--- src/design/fpw_pkg.sv ---
`timescale 1ns / 1ps

package fpw_pkg;

    // Width of a channel mask and of the pixel word.
    localparam int MASK_BITS   = 32;
    localparam int SHIFT_BITS  = $clog2(MASK_BITS);
    localparam int WIDTH_BITS  = $clog2(MASK_BITS + 1);
    localparam int OFFSET_BITS = 34;
    localparam int QUOT_BITS   = 25;
    localparam int REM_BITS    = 7;
    localparam int CFG_INDEX_BITS = 3;

    // Largest number of bytes a pixel word can supply.
    localparam logic [2:0] MAX_BYTES = 3'd4;
    localparam logic [2:0] RESET_BYTES_PER_PIXEL = 3'd4;

    // Configuration register indexes.
    typedef enum logic [CFG_INDEX_BITS-1:0] {
        CFG_GRAPHICS_ENABLED = 3'd0,
        CFG_BYTES_PER_PIXEL  = 3'd1,
        CFG_LINE_PITCH       = 3'd2,
        CFG_LIMIT_X          = 3'd3,
        CFG_LIMIT_Y          = 3'd4,
        CFG_RED_MASK         = 3'd5,
        CFG_GREEN_MASK       = 3'd6,
        CFG_BLUE_MASK        = 3'd7
    } cfg_index_e;

    typedef struct packed {
        logic [23:0] rgb_color;
        logic [15:0] pos_x;
        logic [15:0] pos_y;
    } pixel_in_t;

    typedef struct packed {
        logic                   write_valid;
        logic [OFFSET_BITS-1:0] byte_offset;
        logic [MASK_BITS-1:0]   pixel_word;
        logic [2:0]             byte_count;
    } pixel_out_t;

    // A channel mask reduced to its position and the scale factor of its width:
    // 2^width - 1 = 255 * quot + rem.
    typedef struct packed {
        logic [SHIFT_BITS-1:0] shift;
        logic [QUOT_BITS-1:0]  quot;
        logic [REM_BITS-1:0]   rem;
    } chan_param_t;

    typedef struct packed {
        logic        graphics_enabled;
        logic [2:0]  bytes_per_pixel;
        logic [17:0] line_pitch;
        logic [15:0] limit_x;
        logic [15:0] limit_y;
        chan_param_t red;
        chan_param_t green;
        chan_param_t blue;
    } cfg_t;

    // Finds the lowest run of ones in a mask. Adding the lowest set bit to the
    // mask clears the run and sets the bit just above it, so both run ends are
    // one-hot vectors that encode to indexes with plain OR trees. Since
    // 2^8 = 1 mod 255, the quotient of 2^width - 1 by 255 is a repeated 0x01
    // byte pattern shifted by width mod 8, and the remainder is 2^(width mod 8) - 1.
    function automatic chan_param_t decode_mask(input logic [MASK_BITS-1:0] mask);
        logic [MASK_BITS-1:0]  low_bit;
        logic [MASK_BITS:0]    run_sum;
        logic [MASK_BITS:0]    top_bit;
        logic [SHIFT_BITS-1:0] low_idx;
        logic [WIDTH_BITS-1:0] top_idx;
        logic [WIDTH_BITS-1:0] width;
        logic [2:0]            bytes_full;
        logic [2:0]            bits_left;
        logic [QUOT_BITS-1:0]  repeat_ones;
        chan_param_t           param;
        low_bit = mask & (~mask + 1'b1);
        run_sum = {1'b0, mask} + {1'b0, low_bit};
        top_bit = run_sum & ~{1'b0, mask};
        low_idx = '0;
        top_idx = '0;
        for (int i = 0; i < MASK_BITS; i++) begin
            if (low_bit[i]) begin
                low_idx = low_idx | SHIFT_BITS'(i);
            end
        end
        for (int i = 0; i <= MASK_BITS; i++) begin
            if (top_bit[i]) begin
                top_idx = top_idx | WIDTH_BITS'(i);
            end
        end
        width      = top_idx - WIDTH_BITS'(low_idx);
        bytes_full = width[5:3];
        bits_left  = width[2:0];
        unique case (bytes_full)
            3'd0:    repeat_ones = QUOT_BITS'(32'h0000_0000);
            3'd1:    repeat_ones = QUOT_BITS'(32'h0000_0001);
            3'd2:    repeat_ones = QUOT_BITS'(32'h0000_0101);
            3'd3:    repeat_ones = QUOT_BITS'(32'h0001_0101);
            default: repeat_ones = QUOT_BITS'(32'h0101_0101);
        endcase
        param.shift = low_idx;
        param.quot  = repeat_ones << bits_left;
        param.rem   = REM_BITS'((8'd1 << bits_left) - 8'd1);
        return param;
    endfunction

endpackage

--- src/design/framebuffer_pixel_writer_unit.sv ---
`timescale 1ns / 1ps

// Framebuffer pixel writer: takes one RGB888 color and an x,y position per
// transfer and returns the framebuffer byte offset, the pixel word packed
// through the red, green and blue masks, the byte count and a write flag.
// A pixel passes through an input register, one pass of combinational logic
// (one 18x16 offset product and three 25x8 channel products) and a result
// register. A result is presented on m_valid from the result register, which
// holds it while m_ready is low. One pixel per clock is sustained for as long
// as m_ready stays high. Configuration writes are never stalled (cfg_ready
// is always high); a mask is decoded into shift and scale when it is written,
// and registers may only change while no pixel is in flight.
module framebuffer_pixel_writer_unit
    import fpw_pkg::*;
(
    input  logic                      aclk,
    input  logic                      aresetn,
    input  logic                      s_valid,
    output logic                      s_ready,
    input  pixel_in_t                 s_data,
    output logic                      m_valid,
    input  logic                      m_ready,
    output pixel_out_t                m_data,
    input  logic                      cfg_valid,
    output logic                      cfg_ready,
    input  logic [CFG_INDEX_BITS-1:0] cfg_index,
    input  logic [MASK_BITS-1:0]      cfg_data
);

    cfg_t                   cfg;
    logic                   in_valid_reg;
    pixel_in_t              in_data_reg;
    logic                   out_valid_reg;
    pixel_out_t             out_data_reg;
    pixel_out_t             result_next;
    logic                   out_ready;
    logic                   advance;
    logic [MASK_BITS-1:0]   red_contrib;
    logic [MASK_BITS-1:0]   green_contrib;
    logic [MASK_BITS-1:0]   blue_contrib;
    logic [OFFSET_BITS-1:0] pitch_term;
    logic [18:0]            bpp_term;
    logic [2:0]             count;

    fpw_cfg_regs u_cfg_regs (
        .aclk      (aclk),
        .aresetn   (aresetn),
        .cfg_valid (cfg_valid),
        .cfg_ready (cfg_ready),
        .cfg_index (cfg_index),
        .cfg_data  (cfg_data),
        .cfg       (cfg)
    );

    // Handshake: the result register frees when empty or taken, and the input
    // register moves on whenever the result register frees.
    assign out_ready = !out_valid_reg || m_ready;
    assign advance   = in_valid_reg && out_ready;
    assign s_ready   = !in_valid_reg || out_ready;

    // Per-channel scaling of the color.
    fpw_channel_scale u_red (
        .intensity (in_data_reg.rgb_color[23:16]),
        .param     (cfg.red),
        .contrib   (red_contrib)
    );

    fpw_channel_scale u_green (
        .intensity (in_data_reg.rgb_color[15:8]),
        .param     (cfg.green),
        .contrib   (green_contrib)
    );

    fpw_channel_scale u_blue (
        .intensity (in_data_reg.rgb_color[7:0]),
        .param     (cfg.blue),
        .contrib   (blue_contrib)
    );

    // Offset, byte count and write decision.
    always_comb begin
        pitch_term = OFFSET_BITS'(cfg.line_pitch * in_data_reg.pos_y);
        bpp_term   = cfg.bytes_per_pixel * in_data_reg.pos_x;
        count      = (cfg.bytes_per_pixel > MAX_BYTES) ? MAX_BYTES : cfg.bytes_per_pixel;

        result_next.write_valid = cfg.graphics_enabled
                               && (in_data_reg.pos_x < cfg.limit_x)
                               && (in_data_reg.pos_y < cfg.limit_y)
                               && (count != 3'd0);
        result_next.byte_offset = pitch_term + OFFSET_BITS'(bpp_term);
        result_next.pixel_word  = red_contrib | green_contrib | blue_contrib;
        result_next.byte_count  = count;
    end

    // Valid flags of both registers.
    always_ff @(posedge aclk) begin
        if (!aresetn) begin
            in_valid_reg  <= 1'b0;
            out_valid_reg <= 1'b0;
        end else begin
            if (s_ready) begin
                in_valid_reg <= s_valid;
            end
            if (out_ready) begin
                out_valid_reg <= in_valid_reg;
            end
        end
    end

    // Payload registers.
    always_ff @(posedge aclk) begin
        if (s_valid && s_ready) begin
            in_data_reg <= s_data;
        end
        if (advance) begin
            out_data_reg <= result_next;
        end
    end

    assign m_valid = out_valid_reg;
    assign m_data  = out_data_reg;

endmodule

--- src/design/fpw_cfg_regs.sv ---
`timescale 1ns / 1ps

module fpw_cfg_regs
    import fpw_pkg::*;
(
    input  logic                      aclk,
    input  logic                      aresetn,
    input  logic                      cfg_valid,
    output logic                      cfg_ready,
    input  logic [CFG_INDEX_BITS-1:0] cfg_index,
    input  logic [MASK_BITS-1:0]      cfg_data,
    output cfg_t                      cfg
);

    cfg_t        cfg_reg;
    chan_param_t mask_param;

    // Writes are always accepted.
    assign cfg_ready = 1'b1;

    // Masks are reduced to shift and scale at write time.
    assign mask_param = decode_mask(cfg_data);

    // Register file update on each configuration transfer.
    always_ff @(posedge aclk) begin
        if (!aresetn) begin
            cfg_reg.graphics_enabled <= 1'b0;
            cfg_reg.bytes_per_pixel  <= RESET_BYTES_PER_PIXEL;
            cfg_reg.line_pitch       <= '0;
            cfg_reg.limit_x          <= '0;
            cfg_reg.limit_y          <= '0;
            cfg_reg.red              <= '0;
            cfg_reg.green            <= '0;
            cfg_reg.blue             <= '0;
        end else if (cfg_valid && cfg_ready) begin
            unique case (cfg_index_e'(cfg_index))
                CFG_GRAPHICS_ENABLED: cfg_reg.graphics_enabled <= cfg_data[0];
                CFG_BYTES_PER_PIXEL:  cfg_reg.bytes_per_pixel  <= cfg_data[2:0];
                CFG_LINE_PITCH:       cfg_reg.line_pitch       <= cfg_data[17:0];
                CFG_LIMIT_X:          cfg_reg.limit_x          <= cfg_data[15:0];
                CFG_LIMIT_Y:          cfg_reg.limit_y          <= cfg_data[15:0];
                CFG_RED_MASK:         cfg_reg.red              <= mask_param;
                CFG_GREEN_MASK:       cfg_reg.green            <= mask_param;
                CFG_BLUE_MASK:        cfg_reg.blue             <= mask_param;
                default: ;
            endcase
        end
    end

    assign cfg = cfg_reg;

endmodule

--- src/design/fpw_channel_scale.sv ---
`timescale 1ns / 1ps

module fpw_channel_scale
    import fpw_pkg::*;
(
    input  logic [7:0]           intensity,
    input  chan_param_t          param,
    output logic [MASK_BITS-1:0] contrib
);

    logic [QUOT_BITS+7:0]  quot_term;
    logic [REM_BITS+7:0]   rem_prod;
    logic [15:0]           rem_inc;
    logic [15:0]           rem_sum;
    logic [7:0]            rem_term;
    logic [MASK_BITS-1:0]  scaled;

    // The whole part of the scale is a plain product.
    assign quot_term = param.quot * intensity;

    // The remainder part needs floor(x / 255) for x below 2^15, done as
    // (x + 1 + ((x + 1) >> 8)) >> 8.
    assign rem_prod = param.rem * intensity;
    assign rem_inc  = 16'(rem_prod) + 16'd1;
    assign rem_sum  = rem_inc + (rem_inc >> 8);
    assign rem_term = rem_sum[15:8];

    // Combine both parts and move the value into its field.
    assign scaled  = quot_term[MASK_BITS-1:0] + MASK_BITS'(rem_term);
    assign contrib = scaled << param.shift;

endmodule

--- config.mk ---
export PLATFORM = sky130hd
export DESIGN_NAME = framebuffer_pixel_writer_unit
export DESIGN_NICKNAME = d
export VERILOG_FILES = /design/src/design/fpw_pkg.sv /design/src/design/framebuffer_pixel_writer_unit.sv /design/src/design/fpw_cfg_regs.sv /design/src/design/fpw_channel_scale.sv
export SDC_FILE = /design/constraint.sdc
export NUM_CORES = 2
export LEC_CHECK = 0
export ABC_AREA = 1
export BUFFER_PORTS_ARGS = -buffer_cell sky130_fd_sc_hd__buf_2
export CAP_MARGIN = 20
export CORE_UTILIZATION = 55
export DETAILED_ROUTE_END_ITERATION = 10
export PLACE_DENSITY_LB_ADDON = 0.2
export SLEW_MARGIN = 20
export SYNTH_ARGS = -nofsm -noshare
export SYNTH_HDL_FRONTEND = slang
export SYNTH_HIERARCHICAL = 1
export SYNTH_SLANG_ARGS = --single-unit
--- constraint.sdc ---
create_clock -name aclk -period 20.1 [get_ports aclk]
set_input_delay 2.01 -clock aclk [delete_from_list [all_inputs] [get_ports aclk]]
set_output_delay 2.01 -clock aclk [all_outputs]
set_load 0.05 [all_outputs]
==> impl_results.md <==
* Multi-input gate area in the final layout at 44050 um2
* Dpl cell area at 62990 um2
* Leakage power total at 38.77 nW
* VDD IR max at 93.71 uV
* Clk sinks at 293
* Kind of critical path: reg -> reg
* Cell type with the highest aggregate area in the netlist: sky130_fd_sc_hd__fa_1
* Clock-pin slew reported for the worst setup and hold paths after clock tree synthesis at 0.06 ns
* Antenna Violating Nets Remaining at 0
* Filler Cells Inserted at around 11000
* Die footprint at 113000 um2
* Post-route worst setup slack at approximately 8.7 ns
* Initial core utilization at 55.47%
* Slew at the pin closest to its max-slew limit at 1.222 ns
* Most used flip-flop cell after synthesis: sky130_fd_sc_hd__dfxtp_1
* Min-Delay Path Depth at 2
* Setup Total Neg Slack at 0 ns
* Skew-Pair Late Insertion Delay at 0.64 ns
* Gr usage total at 32.39%
* Area of the mapped netlist at 61390 um2
* Number of nets at the end of the flow at 10500
* Routed WL per cell at approximately 17 um
* Cells resized by post-CTS repair at 0
* Count of flip-flops with a built-in enable after synthesis at 126
* Pre-antenna DRT Iters at 6
* Grt ovf at 0
* Tmin final at 11.36 ns
* Synth Net Count at 10610
* Most frequent cells after synthesis: sky130_fd_sc_hd__nand2_1 (2854), sky130_fd_sc_hd__inv_1 (2296), sky130_fd_sc_hd__fa_1 (793), sky130_fd_sc_hd__nand3_1 (750), sky130_fd_sc_hd__ha_1 (501)
* Gpl congestion at 0.9699
* Post-synthesis sequential area ratio at 11.61%
* Highest fanout seen on the critical path at 32
* Clock Path Buffers at 3
* Portion of synthesized cell area occupied by the leading cell type at 25.86%
* Largest cells by area after synthesis: sky130_fd_sc_hd__fa_1 (26%), sky130_fd_sc_hd__nand2_1 (17%), sky130_fd_sc_hd__inv_1 (14%), sky130_fd_sc_hd__ha_1 (10%), sky130_fd_sc_hd__edfxtp_1 (6.2%)
* Number of pins exceeding their max-slew limit in the final report at 0
* Final Hold Fails at 0
* Avg Synthesized Cell Area at approximately 6.7 um2
* Critical path capture point type: flop
* Drt first-iter violations at roughly 5000
* Std cell rows at 122
* Core area at between 100000 and 150000 um2
* P per Cell Area at ~36 nW/um2
* Number of global-route vias before repair at around 54000
* Final critical-path share of the clock period at between 50% and 60%
* Area added between synthesis and finish at 4.781%
* Count of cell types in the netlist at 67
* RSZ-0062 raised after global routing: false
* # H-tree levels at 2
* Outcome: complete, no violations
* Sum of routed wire length over all layers at 181.3 mm
* Peak per-stage delay on the critical path at 1.08 ns
* Share of layout cells above drive strength 1 at between 5 and 6%
* Quantity of hold-fixing buffers added after cts at 0
* Data required time at the worst endpoint at 20.43 ns
* Total of endpoints with negative setup slack in the final report at 0
* Overall Power at approximately 0.0023 W
* Highest Clock Rate at 88.05 MHz
* Library cell with the highest instance count after synthesis: sky130_fd_sc_hd__nand2_1
* Slowest stage cell, crit path: sky130_fd_sc_hd__edfxtp_1
* Post CTS Setup Buffer Count at 0
* CTS tree: built
* Number of top-level design ports at 169
* Core Util, Final at 58.12%
* Yosys warns at 6
* Setup slack on the worst flop-to-flop path at 8.74 ns
* Arrival time reported for the critical path endpoint at 11.69 ns
* Most repeated library cell on the critical path: sky130_fd_sc_hd__nand2_1
* Detailed-placement wirelength estimate at 146.6 mm
* Count of port buffers added during placement at around 170
* Initial antenna violation count at 5
* Flop and latch count out of synthesis at about 290
* Pin count of the biggest net entering global routing at 71
* Clk Tree Root Cell: sky130_fd_sc_hd__clkbuf_16
* Post-Place Worst Slack at 8.792 ns
* Startpoint type of the worst setup path: flop
* # DRC at 0
* Seq. cell area at 7128 um2
* Global-route wire length before repair at 290.8 mm
* Worst Hold Class: reg -> reg
* Die span in x at 336.1 um
* Max reg flops at 165
* Share of synthesized registers carrying an async set or reset at 0%
* Chip height at 336.1 um
* Vias per cell at ~5.3
* Setup skew after layout at 0.05616 ns
* R2r worst-path depth at 49
* Relative slew slack at 18.23%
* Post-Syn Instances at 9224
* TritonCTS buffer count at 40
* Number of vias in the routed layout at 56360
* Maximum Capacitance Violations at 0
* Total non-filler cell area in the finished layout at between 60000 and 70000 um2
## per-stage QoR
stage	cells	hold WS [ns]
5_1_grt	10630	0.5827
4_1_cts	10630	0.5310
2_1_floorplan	9224	0.4157
3_5_place_dp	10560	0.5206
6_report	10630	0.5320
3_3_place_gp	10560	0.5105
## power by group
group	switching (W)	internal [W]	leakage (nW)
combinational	0.000584	0.000261	35.6
clock	0.000320	0.000411	0.643
sequential	0.0000496	0.000668	2.57
total	0.000954	0.00134	38.8
## worst max-delay path, delay by kind of cell, from the launching register on
| family | cells | cell delay, ns |
|---|---|---|
| AO/OA/AOI/OAI | 4 | 0.60 |
| XOR/XNOR | 1 | 0.34 |
| adder cells (fa/ha/maj) | 11 | 5.29 |
| buffers and inverters | 9 | 0.62 |
| flip-flops | 1 | 1.08 |
| AND/OR/NAND/NOR | 24 | 3.15 |
## final timing paths
check,from,endpoint
worst max-delay path,in_data_reg[33],m_data[21]
worst min-delay path,in_valid_reg,in_valid_reg
worst max register to register,in_data_reg[33],m_data[21]
worst min register to register,in_valid_reg,in_valid_reg
## per-layer routing
metal | track usage, % | share of wire (%)
met2 | 50.55 | 44
met5 | 0 | 0.015
met4 | 9.968 | 3.3
met1 | 45.72 | 44
met3 | 5.611 | 8.5
## cells by family after synthesis
| kind of cell | share of synthesized area, % |
|---|---|
| AO/OA/AOI/OAI | 4.747 |
| XOR/XNOR | 1.255 |
| adder cells (fa/ha/maj) | 36.07 |
| buffers and inverters | 16.74 |
| flip-flops | 11.61 |
| multiplexers | 0.06522 |
| other | 0.006108 |
| AND/OR/NAND/NOR | 29.51 |
## area by class of cell
type                       count  area share [%]
tap                         1488           2.894
clock inverter                24          0.3034
multi-input combinational   6233           68.48
clock buffer                  47           1.725
inverter                    2324           13.56
timing repair buffer         221           1.941
sequential                   293           11.08
antenna                        4         0.01556
## cell usage in the layout, fill, tap and decap left out, types with 8 or more instances in the layout
master and count:
sky130_fd_sc_hd__nand2_1 2854, sky130_fd_sc_hd__inv_1 2295, sky130_fd_sc_hd__fa_1 793, sky130_fd_sc_hd__nand3_1 750, sky130_fd_sc_hd__ha_1 501, sky130_fd_sc_hd__nor2_1 384, sky130_fd_sc_hd__a21oi_1 221, sky130_fd_sc_hd__o21ai_0 202
sky130_fd_sc_hd__buf_2 167, sky130_fd_sc_hd__dfxtp_1 166, sky130_fd_sc_hd__edfxtp_1 126, sky130_fd_sc_hd__nand2_2 69, sky130_fd_sc_hd__nand4_1 65, sky130_fd_sc_hd__buf_4 53, sky130_fd_sc_hd__clkbuf_16 42, sky130_fd_sc_hd__o21ai_1 42
sky130_fd_sc_hd__xor2_1 38, sky130_fd_sc_hd__xnor2_1 32, sky130_fd_sc_hd__or3_1 32, sky130_fd_sc_hd__nor3_1 29, sky130_fd_sc_hd__nand3b_1 24, sky130_fd_sc_hd__or2_2 24, sky130_fd_sc_hd__inv_2 22, sky130_fd_sc_hd__nor2_2 21
sky130_fd_sc_hd__a21oi_2 14, sky130_fd_sc_hd__nand3_2 13, sky130_fd_sc_hd__o21bai_1 10, sky130_fd_sc_hd__a21o_1 8, sky130_fd_sc_hd__and2_1 8, sky130_fd_sc_hd__clkinv_1 8, sky130_fd_sc_hd__nor3_2 8, sky130_fd_sc_hd__o211ai_1 8
sky130_fd_sc_hd__a31oi_1 8
Power figures use the tool's default switching activity.
